## config.mk

```make
export PLATFORM = sky130hd
export DESIGN_NAME = sensor_round_robin_moving_average
export DESIGN_NICKNAME = d
export VERILOG_FILES = /design/src/hdl/srrma_pkg.sv /design/src/hdl/sensor_round_robin_moving_average.sv /design/src/hdl/srrma_cell.sv /design/src/hdl/srrma_window.sv
export VERILOG_INCLUDE_DIRS = /design/src /design/src/hdl
export SDC_FILE = /design/constraint.sdc
export NUM_CORES = 1
export LEC_CHECK = 0
export BUFFER_PORTS_ARGS = -buffer_cell sky130_fd_sc_hd__buf_4
export CORE_ASPECT_RATIO = 2
export CORE_MARGIN = 5
export CORE_UTILIZATION = 67
export CTS_BUF_LIST = sky130_fd_sc_hd__clkbuf_8
export DETAILED_ROUTE_END_ITERATION = 8
export PLACE_DENSITY_LB_ADDON = 0.25
export REMOVE_ABC_BUFFERS = 1
export SLEW_MARGIN = 20
export SYNTH_ARGS = -nofsm -noshare
export SYNTH_HDL_FRONTEND = slang
export SYNTH_SLANG_ARGS = --single-unit
export TNS_END_PERCENT = 20
```

## constraint.sdc

```tcl
create_clock -name clock -period 6.1 [get_ports clock]
set_input_delay 1.22 -clock clock [delete_from_list [all_inputs] [get_ports clock]]
set_output_delay 1.22 -clock clock [all_outputs]
set_load 0.02 [all_outputs]
```

## src/hdl/sensor_round_robin_moving_average_defines.svh

```systemverilog
// Assertion macros shared by the sensor averaging RTL.
`ifndef SENSOR_ROUND_ROBIN_MOVING_AVERAGE_DEFINES_SVH
`define SENSOR_ROUND_ROBIN_MOVING_AVERAGE_DEFINES_SVH

// Same-cycle implication, disabled while reset is high.
`define SRRMA_ASSERT_NOW(label, clk, rst, ante, cons) \
   label: assert property (@(posedge clk) disable iff (rst) (ante) |-> (cons)) \
      else $error("srrma: same-cycle check failed");

// Next-cycle implication, disabled while reset is high.
`define SRRMA_ASSERT_NEXT(label, clk, rst, ante, cons) \
   label: assert property (@(posedge clk) disable iff (rst) (ante) |=> (cons)) \
      else $error("srrma: next-cycle check failed");

`endif

```

## src/hdl/srrma_pkg.sv

```systemverilog
// Shared types and constants for the sensor averaging block.
package srrma_pkg;

   localparam int SAMPLE_BITS = 12;
   localparam int TRIM_BITS   = 7;
   localparam int CSR_INDEX_BITS = 2;

   localparam logic [TRIM_BITS-1:0] LEFT_TRIM_RESET  = 7'h7A;
   localparam logic [TRIM_BITS-1:0] RIGHT_TRIM_RESET = 7'h06;

   localparam logic [CSR_INDEX_BITS-1:0] CSR_LEFT_TRIM  = 2'd0;
   localparam logic [CSR_INDEX_BITS-1:0] CSR_RIGHT_TRIM = 2'd1;

   typedef enum logic [1:0] {
      CH_LEFT    = 2'd0,
      CH_RIGHT   = 2'd1,
      CH_BATTERY = 2'd2,
      CH_THUMB   = 2'd3
   } channel_type;

   typedef struct packed {
      logic push;
      logic load;
   } window_ctrl_type;

endpackage

```

## src/hdl/sensor_round_robin_moving_average.sv

```systemverilog
// Round-robin sensor sampler with trimmed left/right moving averages.
// Usage:
//   req_* carries one converter sample per transfer; channels are visited in the
//   fixed order left, right, battery, thumb, then back to left.
//   rsp_* returns one result per sample: channel, trimmed sample and the left
//   and right means as they stand after that sample.
//   csr_* writes the signed left (index 0) and right (index 1) trims; other
//   indexes are ignored. Write only while no sample is in flight.
// Pipeline: req transfer -> trim -> window push -> mean multiply -> rsp.
//   Throughput: one sample per cycle while no stall holds the pipeline, set by
//   the single push of the cell chain and one reciprocal multiply per side.
// Reset: synchronous, active high; windows, sums and means clear to zero, the
//   channel order restarts at left, and trims return to -6 and +6.
// Stall: while rsp_tready is low with a result waiting, the whole pipeline
//   holds and req_tready drops; nothing is lost or repeated.
`include "sensor_round_robin_moving_average_defines.svh"
module sensor_round_robin_moving_average #(
   parameter int WINDOW_DEPTH = 8
) (
   input  logic                                 clock,
   input  logic                                 reset,
   input  logic                                 req_tvalid,
   output logic                                 req_tready,
   input  logic [15:0]                          req_tdata,  // [11:0] sample
   output logic                                 rsp_tvalid,
   input  logic                                 rsp_tready,
   // [1:0] channel, [13:2] trimmed_sample, [25:14] left_average,
   // [37:26] right_average, [39:38] zero
   output logic [39:0]                          rsp_tdata,
   input  logic                                 csr_we,
   input  logic [srrma_pkg::CSR_INDEX_BITS-1:0] csr_index,
   input  logic [srrma_pkg::TRIM_BITS-1:0]      csr_wdata
);
   import srrma_pkg::*;

   localparam int EXT_W = SAMPLE_BITS + 2;

   logic [TRIM_BITS-1:0]   left_trim_ff, left_trim_in;
   logic [TRIM_BITS-1:0]   right_trim_ff, right_trim_in;
   channel_type            counter_ff, counter_in;

   logic                   v1_ff, v1_in, v2_ff, v2_in, v3_ff, v3_in;
   channel_type            ch1_ff, ch1_in, ch2_ff, ch2_in, ch3_ff, ch3_in;
   logic [SAMPLE_BITS-1:0] t1_ff, t1_in, t2_ff, t2_in, t3_ff, t3_in;

   logic                   en;
   logic                   req_xfer;
   logic [SAMPLE_BITS-1:0] sample;
   logic [TRIM_BITS-1:0]   trim_sel;
   logic [EXT_W-1:0]       trim_ext;
   logic [EXT_W-1:0]       trim_sum;
   logic [SAMPLE_BITS-1:0] trimmed;

   window_ctrl_type        left_ctrl, right_ctrl;
   logic [SAMPLE_BITS-1:0] left_mean, right_mean;

   assign en         = !v3_ff || rsp_tready;
   assign req_tready = en;
   assign req_xfer   = req_tvalid && en;
   assign sample     = req_tdata[SAMPLE_BITS-1:0];

   always_comb begin
      trim_sel = (counter_ff == CH_LEFT) ? left_trim_ff : right_trim_ff;
      trim_ext = {{(EXT_W-TRIM_BITS){trim_sel[TRIM_BITS-1]}}, trim_sel};
      trim_sum = {2'b00, sample} + trim_ext;
      if (counter_ff == CH_LEFT || counter_ff == CH_RIGHT) begin
         if (trim_sum[EXT_W-1]) begin
            trimmed = '0;
         end else if (trim_sum[EXT_W-2]) begin
            trimmed = '1;
         end else begin
            trimmed = trim_sum[SAMPLE_BITS-1:0];
         end
      end else begin
         trimmed = sample;
      end
   end

   always_comb begin
      left_trim_in  = left_trim_ff;
      right_trim_in = right_trim_ff;
      if (csr_we) begin
         case (csr_index)
            CSR_LEFT_TRIM:  left_trim_in  = csr_wdata;
            CSR_RIGHT_TRIM: right_trim_in = csr_wdata;
            default: ;
         endcase
      end
      counter_in = req_xfer ? channel_type'(2'(counter_ff + 2'd1)) : counter_ff;

      v1_in = v1_ff; ch1_in = ch1_ff; t1_in = t1_ff;
      v2_in = v2_ff; ch2_in = ch2_ff; t2_in = t2_ff;
      v3_in = v3_ff; ch3_in = ch3_ff; t3_in = t3_ff;
      if (en) begin
         v1_in = req_tvalid; ch1_in = counter_ff; t1_in = trimmed;
         v2_in = v1_ff;      ch2_in = ch1_ff;     t2_in = t1_ff;
         v3_in = v2_ff;      ch3_in = ch2_ff;     t3_in = t2_ff;
      end

      left_ctrl.push  = en && v1_ff && ch1_ff == CH_LEFT;
      left_ctrl.load  = en && v2_ff && ch2_ff == CH_LEFT;
      right_ctrl.push = en && v1_ff && ch1_ff == CH_RIGHT;
      right_ctrl.load = en && v2_ff && ch2_ff == CH_RIGHT;
   end

   always_ff @(posedge clock) begin
      if (reset) begin
         left_trim_ff  <= LEFT_TRIM_RESET;
         right_trim_ff <= RIGHT_TRIM_RESET;
         counter_ff    <= CH_LEFT;
         v1_ff         <= 1'b0;
         v2_ff         <= 1'b0;
         v3_ff         <= 1'b0;
      end else begin
         left_trim_ff  <= left_trim_in;
         right_trim_ff <= right_trim_in;
         counter_ff    <= counter_in;
         v1_ff         <= v1_in;
         v2_ff         <= v2_in;
         v3_ff         <= v3_in;
      end
   end

   always_ff @(posedge clock) begin
      ch1_ff <= ch1_in; t1_ff <= t1_in;
      ch2_ff <= ch2_in; t2_ff <= t2_in;
      ch3_ff <= ch3_in; t3_ff <= t3_in;
   end

   srrma_window #(.WINDOW_DEPTH(WINDOW_DEPTH)) u_left (
      .clock     (clock),
      .reset     (reset),
      .ctrl      (left_ctrl),
      .sample_in (t1_ff),
      .mean_out  (left_mean)
   );

   srrma_window #(.WINDOW_DEPTH(WINDOW_DEPTH)) u_right (
      .clock     (clock),
      .reset     (reset),
      .ctrl      (right_ctrl),
      .sample_in (t1_ff),
      .mean_out  (right_mean)
   );

   assign rsp_tvalid = v3_ff;
   assign rsp_tdata  = {2'b00, right_mean, left_mean, t3_ff, ch3_ff};

   `SRRMA_ASSERT_NOW(a_stall_blocks_input, clock, reset, rsp_tvalid && !rsp_tready, !req_tready)
   `SRRMA_ASSERT_NEXT(a_counter_on_xfer, clock, reset, !(req_tvalid && req_tready),
                      counter_ff == $past(counter_ff))

endmodule

```

## src/hdl/srrma_cell.sv

```systemverilog
// One window entry: holds a sample and hands it to the next cell on a push.
module srrma_cell (
   input  logic                            clock,
   input  logic                            reset,
   input  logic                            shift,
   input  logic [srrma_pkg::SAMPLE_BITS-1:0] d_in,
   output logic [srrma_pkg::SAMPLE_BITS-1:0] q_out
);
   import srrma_pkg::*;

   logic [SAMPLE_BITS-1:0] q_ff;
   logic [SAMPLE_BITS-1:0] q_in;

   always_comb begin
      q_in = shift ? d_in : q_ff;
   end

   always_ff @(posedge clock) begin
      if (reset) begin
         q_ff <= '0;
      end else begin
         q_ff <= q_in;
      end
   end

   assign q_out = q_ff;

endmodule

```

## src/hdl/srrma_window.sv

```systemverilog
// Sample window: chain of cells, running sum and registered mean.
`include "sensor_round_robin_moving_average_defines.svh"
module srrma_window #(
   parameter int WINDOW_DEPTH = 8
) (
   input  logic                              clock,
   input  logic                              reset,
   input  srrma_pkg::window_ctrl_type        ctrl,
   input  logic [srrma_pkg::SAMPLE_BITS-1:0] sample_in,
   output logic [srrma_pkg::SAMPLE_BITS-1:0] mean_out
);
   import srrma_pkg::*;

   localparam int DEPTH_LOG  = $clog2(WINDOW_DEPTH);
   localparam int SUM_W      = SAMPLE_BITS + DEPTH_LOG;
   localparam int MEAN_SHIFT = SUM_W + DEPTH_LOG;
   localparam int PROD_W     = 2 * SUM_W + 1;
   localparam logic [MEAN_SHIFT+1:0] RECIP_FULL =
      (((MEAN_SHIFT+2)'(1) << MEAN_SHIFT) + (MEAN_SHIFT+2)'(WINDOW_DEPTH - 1))
      / (MEAN_SHIFT+2)'(WINDOW_DEPTH);
   localparam logic [SUM_W:0] RECIP = RECIP_FULL[SUM_W:0];

   logic [SAMPLE_BITS-1:0] tap [WINDOW_DEPTH];
   logic [SUM_W-1:0]       sum_ff;
   logic [SUM_W-1:0]       sum_in;
   logic [SAMPLE_BITS-1:0] mean_ff;
   logic [SAMPLE_BITS-1:0] mean_in;
   logic [PROD_W-1:0]      prod;

   genvar gi;
   generate
      for (gi = 0; gi < WINDOW_DEPTH; gi++) begin : g_cell
         if (gi == 0) begin : g_head
            srrma_cell u_cell (
               .clock (clock),
               .reset (reset),
               .shift (ctrl.push),
               .d_in  (sample_in),
               .q_out (tap[gi])
            );
         end else begin : g_body
            srrma_cell u_cell (
               .clock (clock),
               .reset (reset),
               .shift (ctrl.push),
               .d_in  (tap[gi-1]),
               .q_out (tap[gi])
            );
         end
      end
   endgenerate

   always_comb begin
      sum_in = sum_ff;
      if (ctrl.push) begin
         sum_in = sum_ff + SUM_W'(sample_in) - SUM_W'(tap[WINDOW_DEPTH-1]);
      end
      prod    = PROD_W'(sum_ff) * PROD_W'(RECIP);
      mean_in = ctrl.load ? prod[MEAN_SHIFT +: SAMPLE_BITS] : mean_ff;
   end

   always_ff @(posedge clock) begin
      if (reset) begin
         sum_ff  <= '0;
         mean_ff <= '0;
      end else begin
         sum_ff  <= sum_in;
         mean_ff <= mean_in;
      end
   end

   assign mean_out = mean_ff;

   `SRRMA_ASSERT_NOW(a_push_load_apart, clock, reset, ctrl.push, !ctrl.load)
   `SRRMA_ASSERT_NEXT(a_sum_hold, clock, reset, !ctrl.push, sum_ff == $past(sum_ff))

endmodule
```

Word-level counts from Yosys, hierarchy flattened
Index checks and enable logic that the tools add are counted.
Word-level totals
  flip-flop bits (word level): 307
  logic and storage cells: 62
  output and inout bits: 42
Cells by class
  add/sub/neg operators: 6
  reductions and logical operators: 16
  multiplexer cells: 4
  eq/ne operators: 4
Operator list (number)
  $mux 12: 3
  $add 15x12->15: 2
  $sub 15x12->15: 2
  $add 13x7->14: 1
  $eq 2x1->1 const B: 4
  $logic_not 2->1: 4
  $logic_and 1x1->1: 7
  $mux 7: 1
  $reduce_and 2->1: 2
  $add 2x1->2 const B: 1
  $logic_or 1x1->1: 2
  $logic_not 1->1: 1

Longest topological paths before layout
Gate-level depths: netlist of the first run.
  depth in word-level cells: 6
  gate-level depth with buffers: 15
  depth with buffers taken out: 13

Cells and area by module
From an unflattened synthesis of the first run, not the netlist that was laid out.
Unflattened totals
  cells, all modules: 1354
  area total of the unflattened synthesis: 13882.1 µm²
By module, submodules not included
  srrma_cell: times used 16, area each 420.4 µm², cells an instance 38
  sensor_round_robin_moving_average: times used 1, area each 3036.7 µm², cells an instance 251
  srrma_window at u_left: times used 1, area each 2084.5 µm², cells an instance 254
  srrma_window at u_right: times used 1, area each 2034.5 µm², cells an instance 241

Worst setup path before layout of the first run
No wires, ideal clock.
  kind: input to register
  start: in rsp_tready
  end: reg u_right.g_cell[2].g_body.u_cell.q_ff[10]
  stages: 7
  slack: 2.078 ns
  arrival: 3.952 ns
  path buffers: 2
  path through: and2b_4 > clkinv_1 > nand4b_1 > clkbuf_1 > clkbuf_1 > nand2_1 > a21oi_1
Between the ends
  longest elaborated chain between the ends: 3
RTL lines
  start, declared: line sensor_round_robin_moving_average.sv:26  | input logic rsp_tready,
  $logic_or 1x1->1: line sensor_round_robin_moving_average.sv:57  | assign en = !v3_ff || rsp_tready;
  via req_tready: line sensor_round_robin_moving_average.sv:23  | output logic req_tready,
  $logic_and 1x1->1 (2 in a row): line sensor_round_robin_moving_average.sv:102  | right_ctrl.push = en && v1_ff && ch1_ff == CH_RIGHT;
  end signal, assigned: line srrma_cell.sv:22  | q_ff <= q_in;
  end, declared: line srrma_cell.sv:11  | logic [SAMPLE_BITS-1:0] q_ff;
The timed path passes the listed nets, and every way through them passes these cells.
A chain may end at the register's enable or synchronous reset.

Worst setup path in the final report of the first run
  start: reg counter_ff[0]
  end: reg t1_ff[1], data pin
Between the ends
  longest elaborated chain between the ends: 6
  elaborated cells on any way between the ends: 8
RTL lines
  start, declared: line sensor_round_robin_moving_average.sv:40  | channel_type counter_ff, counter_in;
  start signal, assigned: line sensor_round_robin_moving_average.sv:117  | counter_ff <= counter_in;
  $logic_not 2->1: line sensor_round_robin_moving_average.sv:63, sensor_round_robin_moving_average.sv:66
  $mux 7: line sensor_round_robin_moving_average.sv:63  | trim_sel = (counter_ff == CH_LEFT) ? left_trim_ff : right_trim_ff;
  $add 13x7->14: line sensor_round_robin_moving_average.sv:65  | trim_sum = {2'b00, sample} + trim_ext;
  $mux 12: line sensor_round_robin_moving_average.sv:69  | end else if (trim_sum[EXT_W-2]) begin
  $mux 12: line sensor_round_robin_moving_average.sv:67  | if (trim_sum[EXT_W-1]) begin
  $mux 12 *: line sensor_round_robin_moving_average.sv:66  | if (counter_ff == CH_LEFT || counter_ff == CH_RIGHT) begin
  via trimmed[1]: line sensor_round_robin_moving_average.sv:52  | logic [SAMPLE_BITS-1:0] trimmed;
  end signal, assigned: line sensor_round_robin_moving_average.sv:125  | ch1_ff <= ch1_in; t1_ff <= t1_in;
  end, declared: line sensor_round_robin_moving_average.sv:44  | logic [SAMPLE_BITS-1:0] t1_ff, t1_in, t2_ff, t2_in, t3_ff, t3_in;
Mark *: on every way through the listed nets, which the timed path passes. The rest lies on a longest branch.

==> impl_results.md, run 1 <==
* Run status: finished, final reports clean
* Final period util at 0.657
* Via density at 5.54
* # fillers at 1463
* Detailed Routing Iterations Pass 1 at 5
* Multi-input gate area at 5970 um2
* GRT Resource Usage Total at 0.234
* DIE AREA at 22900 um2
* Synth Warn # at 0
* First-pass GRT wire length at 44.0 mm
* Peak Freq at 249 MHz
* FF/Latch Area at 6570 um2
* ANT cells at 0
* GRT overflow at 0
* Synthesized area at 13300 um2
* Core area at 19500 um2
* Hold-fix buffers at CTS at 0
* First DRT Iteration DRCs at 576
* CTS max path bufs at 3
* Resized cells post-CTS at 0
* Final TNS setup at 0 ns
* Total internal power at 4.07 mW
* Clock latency on the worst-skew pair at 0.56 ns
* Die span in y at 209 um
* CTS sink cnt at 307
* Worst Path Buf+Inv at 2
* RSZ-0062 raised after global routing: no
* Initial Utilization at 0.682
* Power per cell area at 435 nW/um2
* Layout Nets at 1691
* Worst-path clk slew at 0.07 ns
* Synth Instances at 1561
* Postcts setup bufs at 0
* Synth area leaders: dfxtp_1 40%, nand2_1 13%, edfxtp_1 9.5%
* Number of instances in the placed design at 1806
* Synthesized area per cell at 8.50 um2
* Sw Pwr at 2.32 mW
* Largest net degree at the start of global routing at 111
* Number of synthesized flops with an enable pin at 42
* Non-Filler Instances at 1882
* Drt drc at 0
* Die width at 109 um
* Combinational share of power at 0.374
* Vias at 10431
* Slew Viols, Final at 0
* Fin. Hold Viols at 0
* Crit-path max FO at 12
* Hold_ws at 0.415 ns
* Top delay family on crit path: compound AO/OA/AOI/OAI gates
* Yosys reg bits at 307
* Max VDD drop at 0.269 mV
* Post-synth ARST share at 0
* CP Launch Type: flop
* Switching share of total power at 0.363
* Critical Path Sink Type: flop
* Share of layout cells above drive strength 1 at 0.0980
* Average routed wire per standard cell at 14.2 um
* Pre-CTS WS at 2.07 ns
* # IOs at 72
* CTS H-tree lvls at 2
* # setup viols final at 0
* Initial antenna violation count at 0
* Crit path largest cell delay at 0.68 ns
* Top-area cell type share of the netlist area at 0.400
* Commonest cells in the netlist: 443 x nand2_1, 265 x dfxtp_1, 247 x a21oi_1
* Pleak at 5.58 nW
* CTS tree: yes
* Count of cell types in the netlist at 67
* CTS Buf Count at 41
* Crit path DAT at 4.25 ns
* Crit path kind: flop to flop
* Detail Placement HPWL at 17.6 mm
* Synth area leader: dfxtp_1
* Top FF cell, synth: dfxtp_1
* Utilization after layout at 0.754
* Worst path slowest cell: nor2_1
* Root Buffer: clkbuf_8
* I/O Buffers at 65
* Core Rows at 72
* Placer Congestion at 0.879
* Hold Path Class: flop to flop
* Layout area overhead at 10.6%
* Most frequent cell after synthesis: nand2_1
* Max Cap Viol at 0
* Worst-margin pin slew at 1.07 ns
* Post-synthesis sequential area ratio at 0.495
* Data required, critical path at 6.34 ns
* Max Clock Skew at 0.0221 ns
* DRT antenna net count at 0
* Routed WL at 26.7 mm
* Slew headroom at 0.289
* Clock share of power at 0.241
* Vias in the first global route at 9961
* Minimum clock period at 4.01 ns
* Worst-path cell chain: inv_1, ha_1, mux2_2, ha_1, inv_1, fa_1, nor2b_1, o31ai_1, a2bb2oi_1, a31oi_1, xnor2_1, nor2_1, a221oi_1
* Final setup margin at 2.09 ns
* Share of power burned in registers at 0.385
==> kinds of logic (layout without fill, tap and decap cells) <==
logic type	after synthesis	after routing	synth area share
AOI/OAI and AO/OA	347	347	0.149
DFF	307	307	0.495
xor gates and xnor gates	25	25	0.0165
muxes	36	36	0.0277
and+or+nand+nor	578	578	0.175
adders and majority gates	70	70	0.0802
other	1	2	0.000283
buffers and inverters	197	258	0.0568
==> cell usage in the layout, fill, tap and decap left out, types with 3 or more instances in the layout <==
cell type and n:
edfxtp_1 42, o31ai_1 4, nor2b_1 3, xor2_1 14, o21bai_1 5, or3_1 4
a21oi_1 247, inv_1 115, nor2_1 86, clkinv_2 6, buf_4 74, o21ai_0 20
or4_1 3, ha_1 45, mux2_2 6, mux2i_1 30, clkbuf_8 52, clkinv_1 6
a31oi_1 7, nor3_1 9, dfxtp_1 265, nand2_1 443, fa_1 25, nand3_1 8
a211oi_1 19, o21a_1 7, o211ai_1 3, xnor2_1 11, a21o_1 8
==> state kept, by name, indices dropped and copies added (netlist names), 7 cells and up <==
name,count
u_left.mean_out,12
u_left.sum_ff,15
t3_ff,12
u_right.g_cell.g_head.u_cell.q_out,12
t2_ff,12
u_left.g_cell.g_head.u_cell.q_out,12
u_right.sum_ff,15
left_trim_ff,7
u_right.g_cell.g_body.u_cell.q_out,84
u_right.mean_out,12
u_left.g_cell.g_body.u_cell.q_out,84
t1_ff,12
right_trim_ff,7
==> power by group through the flow <==
| stage | combinational (mW) | sequential (mW) | clock, mW |
|---|---|---|---|
| after floorplan | 1.77 | 2.47 | 0 |
| after global placement | 2.27 | 2.49 | 0 |
| after detailed placement | 2.37 | 2.50 | 0 |
| after CTS | 2.38 | 2.45 | 1.58 |
| after global routing | 2.68 | 2.47 | 1.67 |
| final | 2.39 | 2.46 | 1.54 |
==> final cells by class <==
class	instances	share of cell area
clock buffer	51	0.0478
clock inverter	24	0.00895
inverter	107	0.0274
multi-input combinational	1058	0.407
sequential	307	0.448
tap	259	0.0221
timing repair buffer	76	0.0396
==> worst paths after layout <==
kind	start	endpoint	slack, ns	depth (start not counted)
setup / recovery	counter_ff[0]$_SDFFE_PP0P_	t1_ff[1]$_DFFE_PN_	2.09	13
hold / removal	t2_ff[11]$_DFFE_PN_	t3_ff[11]$_DFFE_PN_	0.42	0
setup reg to reg	counter_ff[0]$_SDFFE_PP0P_	t1_ff[1]$_DFFE_PN_	2.09	13
hold reg to reg	t2_ff[11]$_DFFE_PN_	t3_ff[11]$_DFFE_PN_	0.42	0
==> stage by stage <==
stage / power [mW] / cell area, um2
2_1_floorplan: 4.24 / 12900
6_report: 6.39 / 14700
3_3_place_gp: 4.76 / 13800
5_1_grt: 6.82 / 14700
3_5_place_dp: 4.87 / 13800
4_1_cts: 6.42 / 14700
==> routing by layer <==
metal | wire (um) | track usage
met4 | 1010 | 0.108
met5 | 0 | 0
met3 | 1220 | 0.0395
met1 | 10500 | 0.269
met2 | 14000 | 0.414
Power figures use the tool's default switching activity.
==> run 2, diff against run 1 <==
CORE_UTILIZATION = 63   (was 67)
clock period = 3.97 ns   (was 6.1 ns; I/O delays follow)
==> impl_results.md, run 2 (same netlist as run 1, synthesis figures left out) <==
* I/O Buffers at 65
* Pleak at 5.65 nW
* Final Total Pwr at 9.91 mW
* Crit path kind: flop to flop
* ANT cells at 0
* Placed inst area at 13900 um2
* Utilization after layout at 0.710
* Share of layout cells above drive strength 1 at 0.106
* Flop-to-flop setup slack at 0.34 ns
* Hold Path Class: flop to flop
* Worst path slowest cell: ha_1
* Initial antenna violation count at 0
* Final period util at 0.914
* Worst-margin pin slew at 0.944 ns
* Worst-path clk slew at 0.07 ns
* Critical Path Sink Type: flop
* Routed WL at 26.9 mm
* Root Buffer: clkbuf_8
* Detailed Routing Iterations Pass 1 at 5
* Postcts setup bufs at 0
* Die span in y at 215 um
* Layout Nets at 1698
* Crit path DAT at 3.90 ns
* Minimum clock period at 3.63 ns
* CTS Buf Count at 41
* RSZ-0062 raised after global routing: no
* Die width at 113 um
* Slew Viols, Final at 0
* # IOs at 72
* FF-to-FF End: t1_ff[1]$_DFFE_PN_
* Peak Freq at 276 MHz
* Via density at 5.46
* Hold-fix buffers at CTS at 0
* Run status: finished, final reports clean
* Placer Congestion at 0.874
* Crit path largest cell delay at 0.45 ns
* Vias at 10367
* Worst-path cell chain: inv_1, ha_1, mux2_2, ha_1, a21oi_1, o2111ai_1, a31oi_1, a31oi_1, xnor2_1, nor2_1, buf_4, a221oi_1
* Hold-critical path depth at 0
* CTS max path bufs at 3
* Largest net degree at the start of global routing at 118
* Power per cell area at 670 nW/um2
* Data required, critical path at 4.24 ns
* Resized cells post-CTS at 0
* Slew headroom at 0.371
* Average routed wire per standard cell at 14.2 um
* Core area at 20800 um2
* Initial Utilization at 0.637
* CP Launch Type: flop
* Fin area at 14800 um2
* Detail Placement HPWL at 17.7 mm
* Core Rows at 75
* First-pass GRT wire length at 45.0 mm
* CTS sink cnt at 307
* DRT antenna net count at 0
* Vias in the first global route at 9903
* Clock latency on the worst-skew pair at 0.55 ns
* Min-delay src: t2_ff[0]$_DFFE_PN_
* First DRT Iteration DRCs at 598
* Hold path endpoint: t3_ff[0]$_DFFE_PN_
* Crit-path max FO at 9
* Layout area overhead at 11.5%
* GRT Resource Usage Total at 0.220
* GRT overflow at 0
* Commonest non-fill, non-tap cell in the layout: nand2_1
* Max Clock Skew at 0.0152 ns
* FF-to-FF path depth at 12
* Drt drc at 0
* Max VDD drop at 0.401 mV
* Max Cap Viol at 0
* Fin. Hold Viols at 0
* DIE AREA at 24200 um2
* Worst r2r src: counter_ff[0]$_SDFFE_PP0P_
* Commonest cells after routing, fill and taps aside: 443 x nand2_1, 265 x dfxtp_1, 247 x a21oi_1, 115 x inv_1, 86 x nor2_1
* CTS tree: yes
* CTS H-tree lvls at 2
* # setup viols final at 0
## run 2: cell count changes in the layout (fill, tap and decap cells not counted), sizes merged
cell      delta
clkinv       -2
clkbuf       +3
buf          +7
clkinvlp     -1
## run 2: how the worst max path moves through the flow
stage                                          start                              to  slack [ns]  cells after the start
after floorplan                           rsp_tready  u_left.sum_ff[10]$_SDFFE_PP0P_       -6.17                      5
after global placement    counter_ff[0]$_SDFFE_PP0P_              t1_ff[1]$_DFFE_PN_        0.43                     12
after detailed placement  counter_ff[0]$_SDFFE_PP0P_              t1_ff[1]$_DFFE_PN_        0.42                     12
after CTS                 counter_ff[0]$_SDFFE_PP0P_              t1_ff[1]$_DFFE_PN_        0.41                     12
after global routing      counter_ff[0]$_SDFFE_PP0P_              t1_ff[1]$_DFFE_PN_        0.10                     12
final                     counter_ff[0]$_SDFFE_PP0P_              t1_ff[1]$_DFFE_PN_        0.34                     12
## run 2: per-stage QoR
| stage | hold WS [ns] | setup TNS (ns) | setup slack, ns | std cells |
|---|---|---|---|---|
| 6_report | 0.420 | 0 | 0.342 | 1899 |
| 3_3_place_gp | 0.400 | 0 | 0.428 | 1824 |
| 3_5_place_dp | 0.406 | 0 | 0.420 | 1824 |
| 5_1_grt | 0.438 | 0 | 0.103 | 1899 |
| 2_1_floorplan | 0.400 | -733.97 | -6.17 | 1472 |
| 4_1_cts | 0.415 | 0 | 0.410 | 1899 |
## run 2: cell type report
| type | count | area, um2 |
|---|---|---|
| tap | 269 | 337 |
| clock buffer | 54 | 743 |
| clock inverter | 21 | 121 |
| sequential | 307 | 6570 |
| timing repair buffer | 83 | 654 |
| inverter | 107 | 402 |
| fill | 1660 | 6040 |
| multi-input combinational | 1058 | 5970 |
## run 2: layer usage
metal / vias up / GRT usage / routed length [um]
met5: - / 0 / 0
met4: 0 / 0.0923 / 958
met3: 75 / 0.0293 / 1110
met2: 239 / 0.403 / 14200
met1: 4838 / 0.252 / 10600
li1: 5215 / - / -
## run 2: report_power, final
| part | internal (mW) | switching, mW | total, mW | leakage [nW] |
|---|---|---|---|---|
| clock | 1.29 | 1.14 | 2.43 | 0.490 |
| sequential | 3.52 | 0.245 | 3.76 | 2.60 |
| combinational | 1.52 | 2.20 | 3.72 | 2.56 |
| total | 6.33 | 3.58 | 9.91 | 5.65 |
## run 2: critical path: cells and delay by family, from the launching register on
kind | cells | cell delay (ns)
multiplexers | 1 | 0.40
AO/OA/AOI/OAI | 5 | 1.19
buffers and inverters | 2 | 0.33
XOR/XNOR | 1 | 0.14
flip-flops | 1 | 0.32
AND/OR/NAND/NOR | 1 | 0.24
adder cells (fa/ha/maj) | 2 | 0.73
